<file path="src/design/lpc_pkg.sv">
// types, constants and helper functions shared by the lidar point converter
package lpc_pkg;

  localparam int CW = 34;
  localparam int ZW = 32;
  localparam int RW = 27;
  localparam int PW = 51;

  localparam logic [1:0] REG_MIN_EL   = 2'd0;
  localparam logic [1:0] REG_MAX_EL   = 2'd1;
  localparam logic [1:0] REG_CHANNELS = 2'd2;

  localparam logic signed [14:0] MIN_EL_RST   = -15'sd1500;
  localparam logic signed [14:0] MAX_EL_RST   = 15'sd1500;
  localparam logic [7:0]         CHANNELS_RST = 8'd16;

  localparam logic signed [CW-1:0] CORDIC_X0 = 34'sd652032874;

  typedef struct packed {
    logic signed [CW-1:0] ax;
    logic signed [CW-1:0] ay;
    logic signed [ZW-1:0] az;
    logic                 aneg;
    logic signed [CW-1:0] ex;
    logic signed [CW-1:0] ey;
    logic signed [ZW-1:0] ez;
    logic                 eneg;
    logic [17:0]          rng;
    logic [15:0]          inten;
    logic [RW-1:0]        rem;
    logic [16:0]          dvs;
    logic [7:0]           quo;
    logic                 ovf;
    logic                 ring_en;
  } lpc_item_t;

  typedef struct packed {
    logic signed [16:0] ang;
    logic               neg;
  } lpc_fold_t;

  function automatic logic signed [ZW-1:0] lpc_atan(input int i);
    logic signed [ZW-1:0] v;
    case (i)
      0:  v = 32'sd294912000;
      1:  v = 32'sd174096719;
      2:  v = 32'sd91987925;
      3:  v = 32'sd46694507;
      4:  v = 32'sd23437865;
      5:  v = 32'sd11730458;
      6:  v = 32'sd5866610;
      7:  v = 32'sd2933484;
      8:  v = 32'sd1466765;
      9:  v = 32'sd733385;
      10: v = 32'sd366693;
      11: v = 32'sd183347;
      12: v = 32'sd91674;
      13: v = 32'sd45837;
      14: v = 32'sd22918;
      15: v = 32'sd11459;
      16: v = 32'sd5730;
      17: v = 32'sd2865;
      18: v = 32'sd1432;
      19: v = 32'sd716;
      20: v = 32'sd358;
      21: v = 32'sd179;
      22: v = 32'sd90;
      23: v = 32'sd45;
      default: v = '0;
    endcase
    return v;
  endfunction

  // fold into [-90, +90] degrees, flagging a sign flip of sin and cos
  function automatic lpc_fold_t lpc_fold(input logic signed [16:0] a);
    lpc_fold_t f;
    f.ang = a;
    f.neg = 1'b0;
    if (a > 17'sd9000) begin
      f.ang = a - 17'sd18000;
      f.neg = 1'b1;
    end else if (a < -17'sd9000) begin
      f.ang = a + 17'sd18000;
      f.neg = 1'b1;
    end
    return f;
  endfunction

  function automatic logic signed [15:0] lpc_sat16(input logic signed [CW-1:0] t);
    logic signed [15:0] r;
    if (t > 34'sd32767) begin
      r = 16'sd32767;
    end else if (t < -34'sd32768) begin
      r = -16'sd32768;
    end else begin
      r = 16'(t);
    end
    return r;
  endfunction

  // Q2.30 to Q1.15, half away from zero, with optional negation
  function automatic logic signed [15:0] lpc_trig(input logic signed [CW-1:0] v,
                                                  input logic neg);
    logic signed [CW-1:0] t;
    logic signed [15:0]   s;
    if (!v[CW-1]) begin
      t = (v + 34'sd16384) >>> 15;
    end else begin
      t = -((-v + 34'sd16384) >>> 15);
    end
    s = lpc_sat16(t);
    if (neg) begin
      s = lpc_sat16(-CW'(s));
    end
    return s;
  endfunction

  function automatic logic signed [18:0] lpc_pos(input logic signed [PW-1:0] v,
                                                 input int n, input logic negate);
    logic signed [PW-1:0] half;
    logic signed [PW-1:0] t;
    logic signed [18:0]   r;
    half = 51'sd1 <<< (n - 1);
    if (!v[PW-1]) begin
      t = (v + half) >>> n;
    end else begin
      t = -((-v + half) >>> n);
    end
    if (negate) begin
      t = -t;
    end
    if (t > 51'sd262143) begin
      r = 19'sd262143;
    end else if (t < -51'sd262144) begin
      r = -19'sd262144;
    end else begin
      r = 19'(t);
    end
    return r;
  endfunction

endpackage

</file>
<file path="src/design/lpc_cell.sv">
// one cordic micro-rotation for both angles, plus one ring quotient bit in cells 0 to 7
module lpc_cell import lpc_pkg::*; #(
  parameter int IDX = 0
) (
  input  logic      clk,
  input  logic      rst,
  input  logic      up_valid,
  input  lpc_item_t up_data,
  output logic      up_ready,
  output logic      dn_valid,
  output lpc_item_t dn_data,
  input  logic      dn_ready
);

  localparam logic signed [ZW-1:0] ATAN = lpc_atan(IDX);

  lpc_item_t            item;
  logic signed [CW-1:0] axs, ays, exs, eys;

  always_comb begin
    item = up_data;
    axs  = up_data.ax >>> IDX;
    ays  = up_data.ay >>> IDX;
    exs  = up_data.ex >>> IDX;
    eys  = up_data.ey >>> IDX;
    if (!up_data.az[ZW-1]) begin
      item.ax = up_data.ax - ays;
      item.ay = up_data.ay + axs;
      item.az = up_data.az - ATAN;
    end else begin
      item.ax = up_data.ax + ays;
      item.ay = up_data.ay - axs;
      item.az = up_data.az + ATAN;
    end
    if (!up_data.ez[ZW-1]) begin
      item.ex = up_data.ex - eys;
      item.ey = up_data.ey + exs;
      item.ez = up_data.ez - ATAN;
    end else begin
      item.ex = up_data.ex + eys;
      item.ey = up_data.ey - exs;
      item.ez = up_data.ez + ATAN;
    end
  end

  lpc_item_t step;

  generate
    if (IDX < 8) begin : g_div
      localparam int B = 7 - IDX;
      logic [RW-1:0] sub;
      always_comb begin
        step = item;
        sub  = RW'(up_data.dvs) << B;
        if (up_data.rem >= sub) begin
          step.rem    = up_data.rem - sub;
          step.quo[B] = 1'b1;
        end
        if (IDX == 0) begin
          step.ovf = up_data.rem >= (RW'(up_data.dvs) << 8);
        end
      end
    end else begin : g_rot
      always_comb begin
        step = item;
      end
    end
  endgenerate

  assign up_ready = !dn_valid || dn_ready;

  always_ff @(posedge clk) begin
    if (rst) begin
      dn_valid <= 1'b0;
    end else if (up_ready) begin
      dn_valid <= up_valid;
    end
  end

  always_ff @(posedge clk) begin
    if (up_ready && up_valid) begin
      dn_data <= step;
    end
  end

endmodule

</file>
<file path="config.mk">
export PLATFORM = sky130hd
export DESIGN_NAME = lpc_cell
export DESIGN_NICKNAME = d
export VERILOG_FILES = /design/src/design/lpc_pkg.sv /design/src/design/lpc_cell.sv
export SDC_FILE = /design/constraint.sdc
export NUM_CORES = 1
export LEC_CHECK = 0
export BUFFER_PORTS_ARGS = -buffer_cell sky130_fd_sc_hd__buf_2
export CAP_MARGIN = 20
export CORE_MARGIN = 5
export CORE_UTILIZATION = 25
export DETAILED_ROUTE_END_ITERATION = 7
export SETUP_SLACK_MARGIN = 0.05
export SYNTH_ARGS = -nofsm -noshare
export SYNTH_HDL_FRONTEND = slang
export SYNTH_SLANG_ARGS = --single-unit
</file>
<file path="constraint.sdc">
create_clock -name clk -period 23.7 [get_ports clk]
set_input_delay 2.37 -clock clk [delete_from_list [all_inputs] [get_ports clk]]
set_output_delay 2.37 -clock clk [all_outputs]
set_load 0.01 [all_outputs]
</file>
* Yosys cells after proc, flatten, opt, wreduce, memory -nomap -nowiden
Cells that the tools add are included.
Word-level totals: register bits 291, bits of input ports 294, output and inout bits 292, logic and storage cells 36
Cells by class: add/subtract/negate cells 11, order comparisons 2, multiplexer cells 3, reductions and logical operators 3
Operators with widths (count):
- 2-to-1 mux 100 bit | 2
- subtractor 34 bit | 4
- adder 34 bit | 2
- adder 32 x 30 -> 32 bit (second input constant) | 2
- subtractor 32 x 30 -> 32 bit (second input constant) | 2
- >= comparator 27 x 24 -> 1 bit | 1
- >= comparator 27 x 25 -> 1 bit | 1
- 2-to-1 mux 27 bit | 1
- subtractor 27 x 24 -> 27 bit | 1
- logical AND 1 bit | 1
- logical NOT 1 bit | 1
- logical OR 1 bit | 1

* Depth between registers and ports, before layout
word-level depth 3, depth in mapped cells 16

* Least setup slack after synthesis
Ideal clock, no wire load.
path kind input -> register, start point input dn_ready, end point register dn_data[0] in the netlist's numbering, enable pin, arrival time 9.129 ns, data required time 23.013 ns, slack 13.884 ns, cell stages on the path 2, buffers on the path 0, cells stage by stage nand2b_1 -> and2_1
Between the ends: longest elaborated chain between the ends 2
RTL lines:
- start, declared | line lpc_cell.sv:12 | input logic dn_ready
- logical OR 1 bit | line lpc_cell.sv:70 | assign up_ready = !dn_valid || dn_ready;
- logical AND 1 bit | line lpc_cell.sv:81 | if (up_ready && up_valid) begin
- end signal, assigned | line lpc_cell.sv:82 | dn_data <= step;
- end, declared | line lpc_cell.sv:11 | output lpc_item_t dn_data,
Every way passes these cells. A chain may end at the register's enable or synchronous reset.

==> impl_metrics.sql <==
INSERT INTO impl_metrics (metric_group, metric, value, unit) VALUES
('finish', 'drive_above_1_share', '23.3', '%'),
('global_routing', 'wire_length_of_the_first_global_routing_pass', '113000', 'microns'),
('critical_path', 'crit_path_max_cell_delay', '0.63', 'ns'),
('sta', 'report.final.hold_viol_count', '0', ''),
('floorplan', 'placeable_area', '88000', 'sq um'),
('cts', 'numCtsBuffers', '36', ''),
('sta', 'timing.final.max_slew_violations', '0', ''),
('sta', 'final_period_minus_worst_setup_slack', '5.79', 'ns'),
('cts', 'cts_sinks', '289', ''),
('cts', 'clk_latency', '0.55', 'ns'),
('sta', 'clock.fmax', '173', 'MHz'),
('critical_path', 'cp.buffers_inverters', '2', ''),
('global_routing', 'globalRouteTotalUtil', '15.2', '%'),
('run_status', 'status', 'finished, final reports clean', ''),
('finish', 'post-route-util', '31.0', '%'),
('route', 'first_pass_iteration_count_of_the_detailed_router', '5', ''),
('logic_synthesis', 'synth_nets', '2888', ''),
('logic_synthesis', 'synth_edf_count', '288', ''),
('placed_design', 'placed_cells_incl_taps', '3996', ''),
('floorplan', 'start_util', '25.1', '%'),
('logic_synthesis', 'syn-cell-area', '22100', 'sq um'),
('sta', 'min_period_over_period', '24.5', '%'),
('route', 'drt-initial-drc-count', '1542', ''),
('hold_path', 'worst_hold_path_type', 'register to register', ''),
('critical_path', 'worst-endpoint-required', '23.97', 'ns'),
('logic_synthesis', 'synth_area_leaders', 'sky130_fd_sc_hd__edfxtp_1 39%, sky130_fd_sc_hd__ha_1 15%, sky130_fd_sc_hd__a21oi_1 5.6%', ''),
('sta', 'timing.final.setup_violations', '0', ''),
('critical_path', 'critical-path-top-delay-family', 'compound AO/OA/AOI/OAI gates', ''),
('global_routing', 'first_global_vias', '18600', ''),
('logic_synthesis', 'synth_cell_types', '82', ''),
('finish', 'final_cells', '4072', ''),
('logic_synthesis', 'post-synth-top-area-fraction', '39.2', '%'),
('logic_synthesis', 'synth_top_area_cell', 'sky130_fd_sc_hd__edfxtp_1', ''),
('power', 'cellLeakagePower', '12.0', 'nW'),
('placed_design', 'gp_congestion', '0.917', ''),
('cts', 'clock_tree_from_tritoncts', 'yes', ''),
('logic_synthesis', 'post_synthesis_mean_instance_area', '9.47', 'sq um'),
('cts', 'cts.htree.levels', '2', ''),
('route', 'viasPerCell', '4.77', ''),
('run', 'drv_cap', '0', ''),
('cts', 'holdBufCountCts', '0', ''),
('critical_path', 'critical_path.slowest_cell', 'sky130_fd_sc_hd__o311ai_0', ''),
('cts', 'post-cts-setup-buffer-count', '0', ''),
('critical_path', 'end_kind', 'register', ''),
('power', 'maximum_vdd_drop', '52.9', 'uV'),
('global_routing', 'grt_antenna_before_repair', '19', ''),
('finish', 'most-common-layout-cells', '583 x sky130_fd_sc_hd__buf_2, 288 x sky130_fd_sc_hd__edfxtp_1, 256 x sky130_fd_sc_hd__ha_1', ''),
('logic_synthesis', 'ys_async_sr_fraction', '0', '%'),
('sta', 'holdWs', '0.534', 'ns'),
('cts', 'cts_max_path_buffers', '3', ''),
('floorplan', 'die_w', '307', 'microns'),
('critical_path', 'start_kind', 'input port', ''),
('sta', 'setup_total_negative_slack', '0', 'ns'),
('route', 'drt_wl_cell', '18.6', 'microns'),
('cts', 'cts.clk_slew.worst_paths', '0.06', 'ns'),
('logic_synthesis', 'synthFlopType', 'sky130_fd_sc_hd__edfxtp_1', ''),
('power', 'powerDensity', '62.5', 'nW/um^2'),
('sta', 'setup_repair_after_global_routing_missed_its_margin', 'no', ''),
('logic_synthesis', 'share_of_the_yosys_chip_area_belonging_to_registers', '39.3', '%'),
('sta', 'timing_worst_slew_pin_value', '1.06', 'ns'),
('route', 'num_vias', '19400', ''),
('critical_path', 'critical_path_class', 'input port to register', ''),
('cts', 'clock_tree.root_cell', 'sky130_fd_sc_hd__clkbuf_16', ''),
('finish', 'most_common_cell_after_layout_fill_and_taps_aside', 'sky130_fd_sc_hd__buf_2', ''),
('critical_path', 'worstPathCellList', 'buf_2, inv_1, ha_1, fa_1, nor2b_1, o2111ai_1, a31oi_1, a21oi_1, o311ai_0, a31oi_1, o21ai_0, nand3_1, nand3_1, o21ai_0, xnor2_1', ''),
('logic_synthesis', 'ys.warnings.count', '0', ''),
('floorplan', 'fp-row-count', '109', ''),
('sta', 'slew_headroom', '29.1', '%'),
('placed_design', 'dp_hpwl', '61400', 'microns'),
('global_routing', 'grt.overflow.total', '0', ''),
('placed_design', 'io_buffers', '584', '');
## report_power, final
| group | internal (W) | leakage [nW] | switching, W |
|---|---|---|---|
| sequential | 0.000641 | 2.79 | 0.0000155 |
| clock | 0.000304 | 0.550 | 0.000229 |
| combinational | 0.000194 | 8.66 | 0.000322 |
## worst register-to-register path: cells and delay by family, from the launching register on
kind / cells / cell delay (ns)
buf+inv: 2 / 1.77
flops: 1 / 0.31
simple gates: 2 / 0.85
## cell usage after synthesis, types with 4 or more instances
cell type                   instances
sky130_fd_sc_hd__nand4_1           27
sky130_fd_sc_hd__o31ai_1           20
sky130_fd_sc_hd__nand3_1           34
sky130_fd_sc_hd__clkbuf_1          61
sky130_fd_sc_hd__buf_2             12
sky130_fd_sc_hd__nand2b_1          31
sky130_fd_sc_hd__or4_1              8
sky130_fd_sc_hd__a31oi_1           12
sky130_fd_sc_hd__a21oi_1          247
sky130_fd_sc_hd__nor4_1            10
sky130_fd_sc_hd__xor2_1            32
sky130_fd_sc_hd__or2_2              7
sky130_fd_sc_hd__o31a_1             8
sky130_fd_sc_hd__ha_1             256
sky130_fd_sc_hd__a21o_1            52
sky130_fd_sc_hd__edfxtp_1         288
sky130_fd_sc_hd__buf_4              4
sky130_fd_sc_hd__fa_1               9
sky130_fd_sc_hd__a311oi_1           5
sky130_fd_sc_hd__and3_1             6
sky130_fd_sc_hd__buf_1             14
sky130_fd_sc_hd__nor2_1           215
sky130_fd_sc_hd__o41a_1             4
sky130_fd_sc_hd__o21ai_0          160
sky130_fd_sc_hd__o211ai_1          14
sky130_fd_sc_hd__a211oi_1          22
sky130_fd_sc_hd__a31o_2             4
sky130_fd_sc_hd__o2111ai_1          5
sky130_fd_sc_hd__o21a_1            24
sky130_fd_sc_hd__nor3_1            45
sky130_fd_sc_hd__o41ai_1            8
sky130_fd_sc_hd__nor2b_1           41
sky130_fd_sc_hd__inv_1            226
sky130_fd_sc_hd__mux2i_1           34
sky130_fd_sc_hd__a2111oi_0          9
sky130_fd_sc_hd__o21bai_1          46
sky130_fd_sc_hd__a211o_1            7
sky130_fd_sc_hd__xnor2_1          134
sky130_fd_sc_hd__and2_1             4
sky130_fd_sc_hd__nand2_1          108
sky130_fd_sc_hd__or3_1              7
## routing by layer
layer  GRT usage (%)  part of all wire, %  up-vias
met3            3.57                  8.4      102
met1            20.3                   44     9126
met5               0                0.053        -
met4            4.02                  2.4        8
li1                -                    -     9430
met2            24.8                   46      759
## layout make-up
type / instances / area (sq um)
antenna: 11 / 27.5
multi-input combinational: 1718 / 12100
timing repair buffer: 595 / 3010
fill: 9257 / 60700
clock buffer: 40 / 916
tap: 1165 / 1460
inverter: 229 / 860
clock inverter: 25 / 209
sequential: 289 / 8670
## final timing paths
check | startpoint | end | slack, ns | depth (start not counted)
max reg2reg | dn_valid | dn_data[92] | 20.32 | 4
min reg2reg | dn_valid | dn_valid | 0.53 | 2
min | dn_valid | dn_valid | 0.53 | 2
max | up_data[121] | dn_data[151] | 17.91 | 15
## through the flow
stage	instance area, sq um	total power [W]	setup slack, ns
6_report	27300	0.00171	17.91
5_1_grt	27300	0.00180	17.58
4_1_cts	27300	0.00173	18.03
3_5_place_dp	26100	0.00118	17.44
3_3_place_gp	26100	0.00118	17.39
2_1_floorplan	22100	0.000989	13.88
## registers in the layout, summed over array words and instances (netlist names)
register / count
dn_valid: 1
dn_data: 288
## logic make-up (layout without fill, tap and decap cells)
| group | after synthesis | after routing | synth area share, % |
|---|---|---|---|
| adder cells (fa/ha/maj) | 265 | 265 | 15.3 |
| buffers and inverters | 322 | 889 | 5.68 |
| flip-flops | 289 | 289 | 39.3 |
| AO/OA/AOI/OAI | 693 | 693 | 19.6 |
| other | 0 | 11 | 0 |
| AND/OR/NAND/NOR | 558 | 558 | 11.9 |
| multiplexers | 36 | 36 | 1.64 |
| XOR/XNOR | 166 | 166 | 6.59 |
No activity file was read; power rests on OpenSTA's default activity.
