$ cat config.mk
export PLATFORM = sky130hd
export DESIGN_NAME = lpc_prep
export DESIGN_NICKNAME = d
export VERILOG_FILES = /design/src/design/lpc_pkg.sv /design/src/design/lpc_prep.sv
export SDC_FILE = /design/constraint.sdc
export NUM_CORES = 1
export LEC_CHECK = 0
export ABC_AREA = 1
export ABC_CLOCK_PERIOD_IN_PS = 7920
export BUFFER_PORTS_ARGS = -buffer_cell sky130_fd_sc_hd__buf_2
export CAP_MARGIN = 10
export CORE_AREA = 10 10 181 183
export CTS_CLUSTER_SIZE = 25
export DETAILED_ROUTE_END_ITERATION = 8
export DIE_AREA = 0 0 191 193
export GPL_ROUTABILITY_DRIVEN = 0
export PLACE_DENSITY = 0.78
export SLEW_MARGIN = 25
export SYNTH_ARGS = -nofsm -noshare
export SYNTH_HDL_FRONTEND = slang
export SYNTH_SLANG_ARGS = --single-unit
$ cat constraint.sdc
create_clock -name clk -period 7.92 [get_ports clk]
set_input_delay 0.792 -clock clk [delete_from_list [all_inputs] [get_ports clk]]
set_output_delay 0.792 -clock clk [all_outputs]
set_load 0.02 [all_outputs]
$ cat src/design/lpc_pkg.sv
// types, constants and helper functions shared by the lidar point converter
package lpc_pkg;

  localparam int CW = 34;
  localparam int ZW = 32;
  localparam int RW = 27;
  localparam int PW = 51;

  localparam logic [1:0] REG_MIN_EL   = 2'd0;
  localparam logic [1:0] REG_MAX_EL   = 2'd1;
  localparam logic [1:0] REG_CHANNELS = 2'd2;

  localparam logic signed [14:0] MIN_EL_RST   = -15'sd1500;
  localparam logic signed [14:0] MAX_EL_RST   = 15'sd1500;
  localparam logic [7:0]         CHANNELS_RST = 8'd16;

  localparam logic signed [CW-1:0] CORDIC_X0 = 34'sd652032874;

  typedef struct packed {
    logic signed [CW-1:0] ax;
    logic signed [CW-1:0] ay;
    logic signed [ZW-1:0] az;
    logic                 aneg;
    logic signed [CW-1:0] ex;
    logic signed [CW-1:0] ey;
    logic signed [ZW-1:0] ez;
    logic                 eneg;
    logic [17:0]          rng;
    logic [15:0]          inten;
    logic [RW-1:0]        rem;
    logic [16:0]          dvs;
    logic [7:0]           quo;
    logic                 ovf;
    logic                 ring_en;
  } lpc_item_t;

  typedef struct packed {
    logic signed [16:0] ang;
    logic               neg;
  } lpc_fold_t;

  function automatic logic signed [ZW-1:0] lpc_atan(input int i);
    logic signed [ZW-1:0] v;
    case (i)
      0:  v = 32'sd294912000;
      1:  v = 32'sd174096719;
      2:  v = 32'sd91987925;
      3:  v = 32'sd46694507;
      4:  v = 32'sd23437865;
      5:  v = 32'sd11730458;
      6:  v = 32'sd5866610;
      7:  v = 32'sd2933484;
      8:  v = 32'sd1466765;
      9:  v = 32'sd733385;
      10: v = 32'sd366693;
      11: v = 32'sd183347;
      12: v = 32'sd91674;
      13: v = 32'sd45837;
      14: v = 32'sd22918;
      15: v = 32'sd11459;
      16: v = 32'sd5730;
      17: v = 32'sd2865;
      18: v = 32'sd1432;
      19: v = 32'sd716;
      20: v = 32'sd358;
      21: v = 32'sd179;
      22: v = 32'sd90;
      23: v = 32'sd45;
      default: v = '0;
    endcase
    return v;
  endfunction

  // fold into [-90, +90] degrees, flagging a sign flip of sin and cos
  function automatic lpc_fold_t lpc_fold(input logic signed [16:0] a);
    lpc_fold_t f;
    f.ang = a;
    f.neg = 1'b0;
    if (a > 17'sd9000) begin
      f.ang = a - 17'sd18000;
      f.neg = 1'b1;
    end else if (a < -17'sd9000) begin
      f.ang = a + 17'sd18000;
      f.neg = 1'b1;
    end
    return f;
  endfunction

  function automatic logic signed [15:0] lpc_sat16(input logic signed [CW-1:0] t);
    logic signed [15:0] r;
    if (t > 34'sd32767) begin
      r = 16'sd32767;
    end else if (t < -34'sd32768) begin
      r = -16'sd32768;
    end else begin
      r = 16'(t);
    end
    return r;
  endfunction

  // Q2.30 to Q1.15, half away from zero, with optional negation
  function automatic logic signed [15:0] lpc_trig(input logic signed [CW-1:0] v,
                                                  input logic neg);
    logic signed [CW-1:0] t;
    logic signed [15:0]   s;
    if (!v[CW-1]) begin
      t = (v + 34'sd16384) >>> 15;
    end else begin
      t = -((-v + 34'sd16384) >>> 15);
    end
    s = lpc_sat16(t);
    if (neg) begin
      s = lpc_sat16(-CW'(s));
    end
    return s;
  endfunction

  function automatic logic signed [18:0] lpc_pos(input logic signed [PW-1:0] v,
                                                 input int n, input logic negate);
    logic signed [PW-1:0] half;
    logic signed [PW-1:0] t;
    logic signed [18:0]   r;
    half = 51'sd1 <<< (n - 1);
    if (!v[PW-1]) begin
      t = (v + half) >>> n;
    end else begin
      t = -((-v + half) >>> n);
    end
    if (negate) begin
      t = -t;
    end
    if (t > 51'sd262143) begin
      r = 19'sd262143;
    end else if (t < -51'sd262144) begin
      r = -19'sd262144;
    end else begin
      r = 19'(t);
    end
    return r;
  endfunction

endpackage

$ cat src/design/lpc_prep.sv
// input stage: angle reduction, cordic seeds and ring dividend
module lpc_prep import lpc_pkg::*; #(
  parameter int RANGE_BITS = 18
) (
  input  logic               clk,
  input  logic               rst,
  input  logic               up_valid,
  input  logic [15:0]        azimuth,
  input  logic signed [14:0] elevation,
  input  logic [17:0]        range_mm,
  input  logic [15:0]        intensity_in,
  input  logic signed [14:0] min_el,
  input  logic signed [14:0] max_el,
  input  logic [7:0]         channels,
  output logic               up_ready,
  output logic               dn_valid,
  output lpc_item_t          dn_data,
  input  logic               dn_ready
);

  localparam int RB = (RANGE_BITS < 18) ? RANGE_BITS : 18;

  logic [16:0]        az_u;
  logic signed [16:0] az_s;
  lpc_fold_t          az_f;
  lpc_fold_t          el_f;
  logic [7:0]         top;
  logic signed [16:0] diff;
  logic signed [16:0] den;
  logic signed [25:0] num;
  logic signed [RW-1:0] dividend;
  lpc_item_t          item;

  always_comb begin
    az_u = {1'b0, azimuth};
    if (az_u >= 17'd36000) begin
      az_u = az_u - 17'd36000;
    end
    az_s = $signed(az_u);
    if (az_s > 17'sd18000) begin
      az_s = az_s - 17'sd36000;
    end
    az_f = lpc_fold(az_s);
    el_f = lpc_fold(17'(elevation));

    top      = channels - 8'd1;
    diff     = 17'(elevation) - 17'(min_el);
    den      = 17'(max_el) - 17'(min_el);
    num      = diff * $signed({1'b0, top});
    dividend = (RW'(num) <<< 1) + RW'(den);

    item.ax      = CORDIC_X0;
    item.ay      = '0;
    item.az      = ZW'(az_f.ang) <<< 16;
    item.aneg    = az_f.neg;
    item.ex      = CORDIC_X0;
    item.ey      = '0;
    item.ez      = ZW'(el_f.ang) <<< 16;
    item.eneg    = el_f.neg;
    item.rng     = 18'(range_mm[RB-1:0]);
    item.inten   = intensity_in;
    item.rem     = $unsigned(dividend);
    item.dvs     = {den[15:0], 1'b0};
    item.quo     = '0;
    item.ovf     = 1'b0;
    item.ring_en = (channels >= 8'd2) && (max_el > min_el) && (num > 26'sd0);
  end

  assign up_ready = !dn_valid || dn_ready;

  always_ff @(posedge clk) begin
    if (rst) begin
      dn_valid <= 1'b0;
    end else if (up_ready) begin
      dn_valid <= up_valid;
    end
  end

  always_ff @(posedge clk) begin
    if (up_ready && up_valid) begin
      dn_data <= item;
    end
  end

endmodule

# Word level (Yosys, flattened, before mapping)
# Cells that the tools add are included.
[totals] ff_bits=113 latch_bits=0 ram_bits=0 rom_bits=0 output_inout_bits=292 n_memories=0
[op_classes] add_sub_neg=10 multipliers=1 n_div=0 order_cmp=9 n_eq_ne=0 n_shift=0 muxes=6 bitwise_logic=0 reduce_logical=5
[op_table] operator="$mux W17" n=6
[op_table] operator="$sub A15 B15 Y16" n=2
[op_table] operator="$add A26 B16 Y27" n=1
[op_table] operator="$gt A25 B1 Y1 const B" n=1
[op_table] operator="$mul A16 B9 Y25" n=1
[op_table] operator="$gt A17 B15 Y1 const B" n=1
[op_table] operator="$gt A17 B16 Y1 const B" n=1
[op_table] operator="$lt A17 B15 Y1 const B" n=1
[op_table] operator="$sub A16 B16 Y17 const B" n=1
[op_table] operator="$sub A17 B17 Y17 const B" n=1
[op_table] operator="$add A15 B16 Y16 const B" n=1
[op_table] operator="$add A16 B16 Y16 const B" n=1
[op_table] operator="$ge A16 B16 Y1 const B" n=1
[op_table] operator="$sub A15 B16 Y16 const B" n=1
[op_table] operator="$sub A16 B16 Y16 const B" n=1
[op_table] operator="$gt A15 B15 Y1" n=1
[op_table] operator="$gt A15 B15 Y1 const B" n=1
[op_table] operator="$lt A15 B15 Y1 const B" n=1
[op_table] operator="$ge A8 B2 Y1 const B" n=1
[op_table] operator="$sub A8 B1 Y8 const B" n=1
[op_table] operator="$logic_and A1 B1 Y1" n=3
[op_table] operator="$logic_not A1 Y1" n=1
[op_table] operator="$logic_or A1 B1 Y1" n=1

# Depth between registers and ports, before layout
[logic_depth] ltp_word=7 ltp_mapped=46 mapped_depth_nobuf=46

# Worst setup path after synthesis
# OpenSTA, ideal clock, no wires.
[synth_timing] path_type="input to register" startpoint="input min_el[5]" endpoint="register dn_data[53] in the netlist's numbering, data pin" setup_time_ps=261 arrival_time_ps=7364 t_required_ps=7659 setup_slack_ps=295 stages=40 path_buffers=0 path_cell_list="inv_1 ha_1 nand2_1 inv_1 nand3_1 o221ai_1 nand2_1 nand2_1 nand2_1 nand2_1 a21oi_1 o21ai_0 nand2_1 nand2_1 a21oi_1 or2_2 a21boi_1 nor2_1 (+4 left out) fa_1 inv_1 fa_1 inv_1 ha_1 nand2_1 nor2_1 a211oi_1 o21ai_0 xor2_1 ha_1 nand2_1 o21ai_0 a21oi_1 o21ai_0 nand2_1 nand3_1 o21ai_0"
[synth_between] elab_chain_len=3
[synth_rtl] item="from (decl)" line_no="lpc_prep.sv:12" source="input logic signed [14:0] min_el,"
[synth_rtl] item="$sub A15 B15 Y16" line_no="lpc_prep.sv:47" source="diff = 17'(elevation) - 17'(min_el);"
[synth_rtl] item="$mul A16 B9 Y25" line_no="lpc_prep.sv:49" source="num = diff * $signed({1'b0, top});"
[synth_rtl] item="$add A26 B16 Y27 *" line_no="lpc_prep.sv:50" source="dividend = (RW'(num) <<< 1) + RW'(den);"
[synth_rtl] item="net dividend[26]" line_no="lpc_prep.sv:31" source="logic signed [RW-1:0] dividend;"
[synth_rtl] item="to (signal assigned)" line_no="lpc_prep.sv:81" source="dn_data <= item;"
[synth_rtl] item="to (decl)" line_no="lpc_prep.sv:17" source="output lpc_item_t dn_data,"
# The timed path passes the listed nets; every way through them passes the cells marked *.
# A chain may end at the register's enable or synchronous reset.

# Final worst setup path
[layout_timing] startpoint="input elevation[0]" endpoint="register dn_data[51] in the netlist's numbering, data pin"
[layout_between] elab_chain_len=3
[layout_rtl] item="from (decl)" line_no="lpc_prep.sv:9" source="input logic signed [14:0] elevation,"
[layout_rtl] item="$sub A15 B15 Y16" line_no="lpc_prep.sv:47"
[layout_rtl] item="$mul A16 B9 Y25" line_no="lpc_prep.sv:49"
[layout_rtl] item="$add A26 B16 Y27" line_no="lpc_prep.sv:50"
[layout_rtl] item="net dividend[24]" line_no="lpc_prep.sv:31"
# The timed path passes the listed nets, and every way through them passes these cells.

==> flow_metrics.env <==
export IMPL_outcome="finished clean"
export IMPL_ys_ff_latch=112
export IMPL_wl_per_cell_um=15.7
export IMPL_drc_errors=0
export IMPL_htreeDepth=3
export IMPL_hold_class="reg2reg"
export IMPL_die_w_um=191
export IMPL_num_rows=63
export IMPL_seq_area_frac_synth=0.239
export IMPL_synth_edff_count=111
export IMPL_clock_skew_ns=0.00588
export IMPL_cts_buffers=9
export IMPL_grt_met3_usage=0.0439
export IMPL_vias=11902
export IMPL_fin_crit_ns=7.72
export IMPL_tightest_slew_ns=0.892
export IMPL_crit_fanout=4
export IMPL_relSlewSlack=0.402
export IMPL_clk_latency_ns=0.36
export IMPL_cap_violations=0
export IMPL_clk_path_buf_depth=2
export IMPL_fmax_mhz=130
export IMPL_grtUsageTotal=0.199
export IMPL_synth_area_um2=14100
export IMPL_die_area_um2=36900
export IMPL_grt_pass1_wl_mm=59.6
export IMPL_synth_top_cell_by_area="edfxtp_1"
export IMPL_path_common_cell="nand2_1"
export IMPL_fin_crit_sh=0.974
export IMPL_use_met1=0.234
export IMPL_drt_first_iter_violations=855
export IMPL_initial_core_util=0.481
export IMPL_path_buf_inv=9
export IMPL_path_delay_family="adder cells"
export IMPL_die_h_um=193
export IMPL_slew_viol_final=0
export IMPL_synth_area_leaders="edfxtp_1 24%, fa_1 15%, ha_1 11%, nand2_1 10%, buf_4 9.6%"
export IMPL_root_buffer="clkbuf_16"
export IMPL_ios=399
export IMPL_worstPathArrival_ns=7.84
export IMPL_cp_required_ns=8.04
export IMPL_path_class="in2reg"
export IMPL_first_pass_iters=5
export IMPL_clkTransAtPathRegs_ns=0.08
export IMPL_cp_start_kind="primary input"
export IMPL_antenna_found_initial=7
export IMPL_yosysWarnings=0
export IMPL_n_fill_cell=2569
export IMPL_setup_violations=0
export IMPL_grt_pass1_vias=12172
export IMPL_postSynth_topFlopCell="edfxtp_1"
export IMPL_grt_use_met2=0.342
export IMPL_io_buffer_count=220
export IMPL_synthArstFlopShare=0
export IMPL_cts_hold_buf=0
export IMPL_multiInputGateArea_um2=8960
export IMPL_cp_end_kind="flip-flop"
export IMPL_cts_tree="yes"
export IMPL_finalHoldViolCount=0
export IMPL_r2r_slack_ns=5.75
export IMPL_max_stage_delay_ns=0.53
export IMPL_syn_avg_cell_area_um2=8.07
export IMPL_final_util=0.547
export IMPL_coreArea_um2=29200
export IMPL_cp_slowest_cell="fa_1"
export IMPL_drt_total_wl_mm=38.4
export IMPL_grt_ovfl_total=0
export IMPL_top_usage_layer="met2"
export IMPL_synth_cells=1742
export IMPL_drive_above_1_share=0.202
export IMPL_hpwlAfterDp_mm=32.8
export IMPL_area_delta_synth_final_pct=13.9
export IMPL_yosys_cell_types_count=49
export IMPL_cts_sinks=112
export IMPL_seqCellArea_um2=3350
export IMPL_vias_per_cell=4.88
export IMPL_ant_nets=0
export IMPL_grt_max_degree=72
export IMPL_num_nets_final=2370
export IMPL_yosysTopAreaCellShare=0.237
routing by layer:
layer | vias to the layer above | part of all wire | routed length (µm)
met1 | 5494 | 0.41 | 15600
met2 | 599 | 0.47 | 17900
met5 | - | 0.00031 | 12
met4 | 2 | 0.037 | 1440
li1 | 5718 | - | -
met3 | 89 | 0.088 | 3360
flip-flops by register name, summed over array words and instances (netlist names):
| name | count |
|---|---|
| dn_data | 111 |
| dn_valid | 1 |
path summary, 6_finish.rpt:
| path | from | cells past startpoint | endpoint |
|---|---|---|---|
| worst max register to register | dn_valid$_SDFFE_PP0N_ | 3 | dn_data[42]$_DFFE_PP_ |
| worst min-delay path | dn_valid$_SDFFE_PP0N_ | 2 | dn_valid$_SDFFE_PP0N_ |
| worst min register to register | dn_valid$_SDFFE_PP0N_ | 2 | dn_valid$_SDFFE_PP0N_ |
| worst max-delay path | elevation[0] | 44 | dn_data[51]$_DFFE_PP_ |
area by class of cell:
type	instances	share of cell area
diodes	6	0.000938
clock buffers	9	0.0141
clock inverters	7	0.00367
inverters	312	0.0732
multi-input cells	1300	0.560
flip-flops and latches	112	0.209
well taps	390	0.0305
repair buffers	305	0.109
Yosys cell counts (all sizes together) (5+ instances only):
cell	instances
nand2	397
inv	311
buf	186
nor2	128
ha	118
edfxtp	111
fa	105
a21oi	76
xor2	69
nand3	66
o21ai	39
xnor2	26
or2	16
o21bai	11
nand4	10
nor3	10
a31oi	8
clkbuf	8
nor4	7
a21o	6
o211ai	5
o22ai	5
o31ai	5
placed cells by master (no fill, tap or decap), types with 9 or more instances in the layout:
cell	n
a21oi_1	64
a21oi_2	11
buf_2	220
buf_4	85
clkbuf_16	9
conb_1	178
edfxtp_1	111
fa_1	104
ha_1	112
inv_1	298
inv_2	13
nand2_1	375
nand2_2	19
nand3_1	62
nand4_1	10
nor2_1	118
nor3_1	10
o21ai_0	27
o21ai_1	9
o21bai_1	10
or2_2	15
xnor2_1	26
xor2_1	69
metrics by stage:
step                instances  area [µm²]  setup WS [ns]  hold WS (ns)  TNS (ns)
finish                   2441       16000          0.203         0.563         0
global placement         2418       15500        -0.0796         0.516    -0.235
CTS                      2434       15800         0.0152         0.568         0
global route             2441       16000        -0.0845         0.586    -0.260
floorplan                1918       14700          0.295         0.705         0
detailed placement       2418       15500         -0.344         0.558     -1.13
kinds of logic after synthesis:
family	after synthesis	synth area share
AO/OA/AOI/OAI	166	0.0684
XOR/XNOR	95	0.0592
adder cells (fa/ha/maj)	223	0.255
buffers and inverters	506	0.186
flip-flops	112	0.239
other	2	0.000534
AND/OR/NAND/NOR	638	0.192
what timing repair did:
item / CTS / global route
buffers inserted: 0 / 1
setup endpoints to repair: 0 / 11
gates resized for setup: 0 / 48
worst reg2reg max path, stage by stage, from the launching register on:
cell     delay [ns]
dfxtp_1        0.35
a21oi_4        0.14
buf_4          0.44
buf_4          0.78
Power is left out: the tool's default activity adds up to more than one toggle a clock period on the data nets, which glitch-free logic cannot reach.
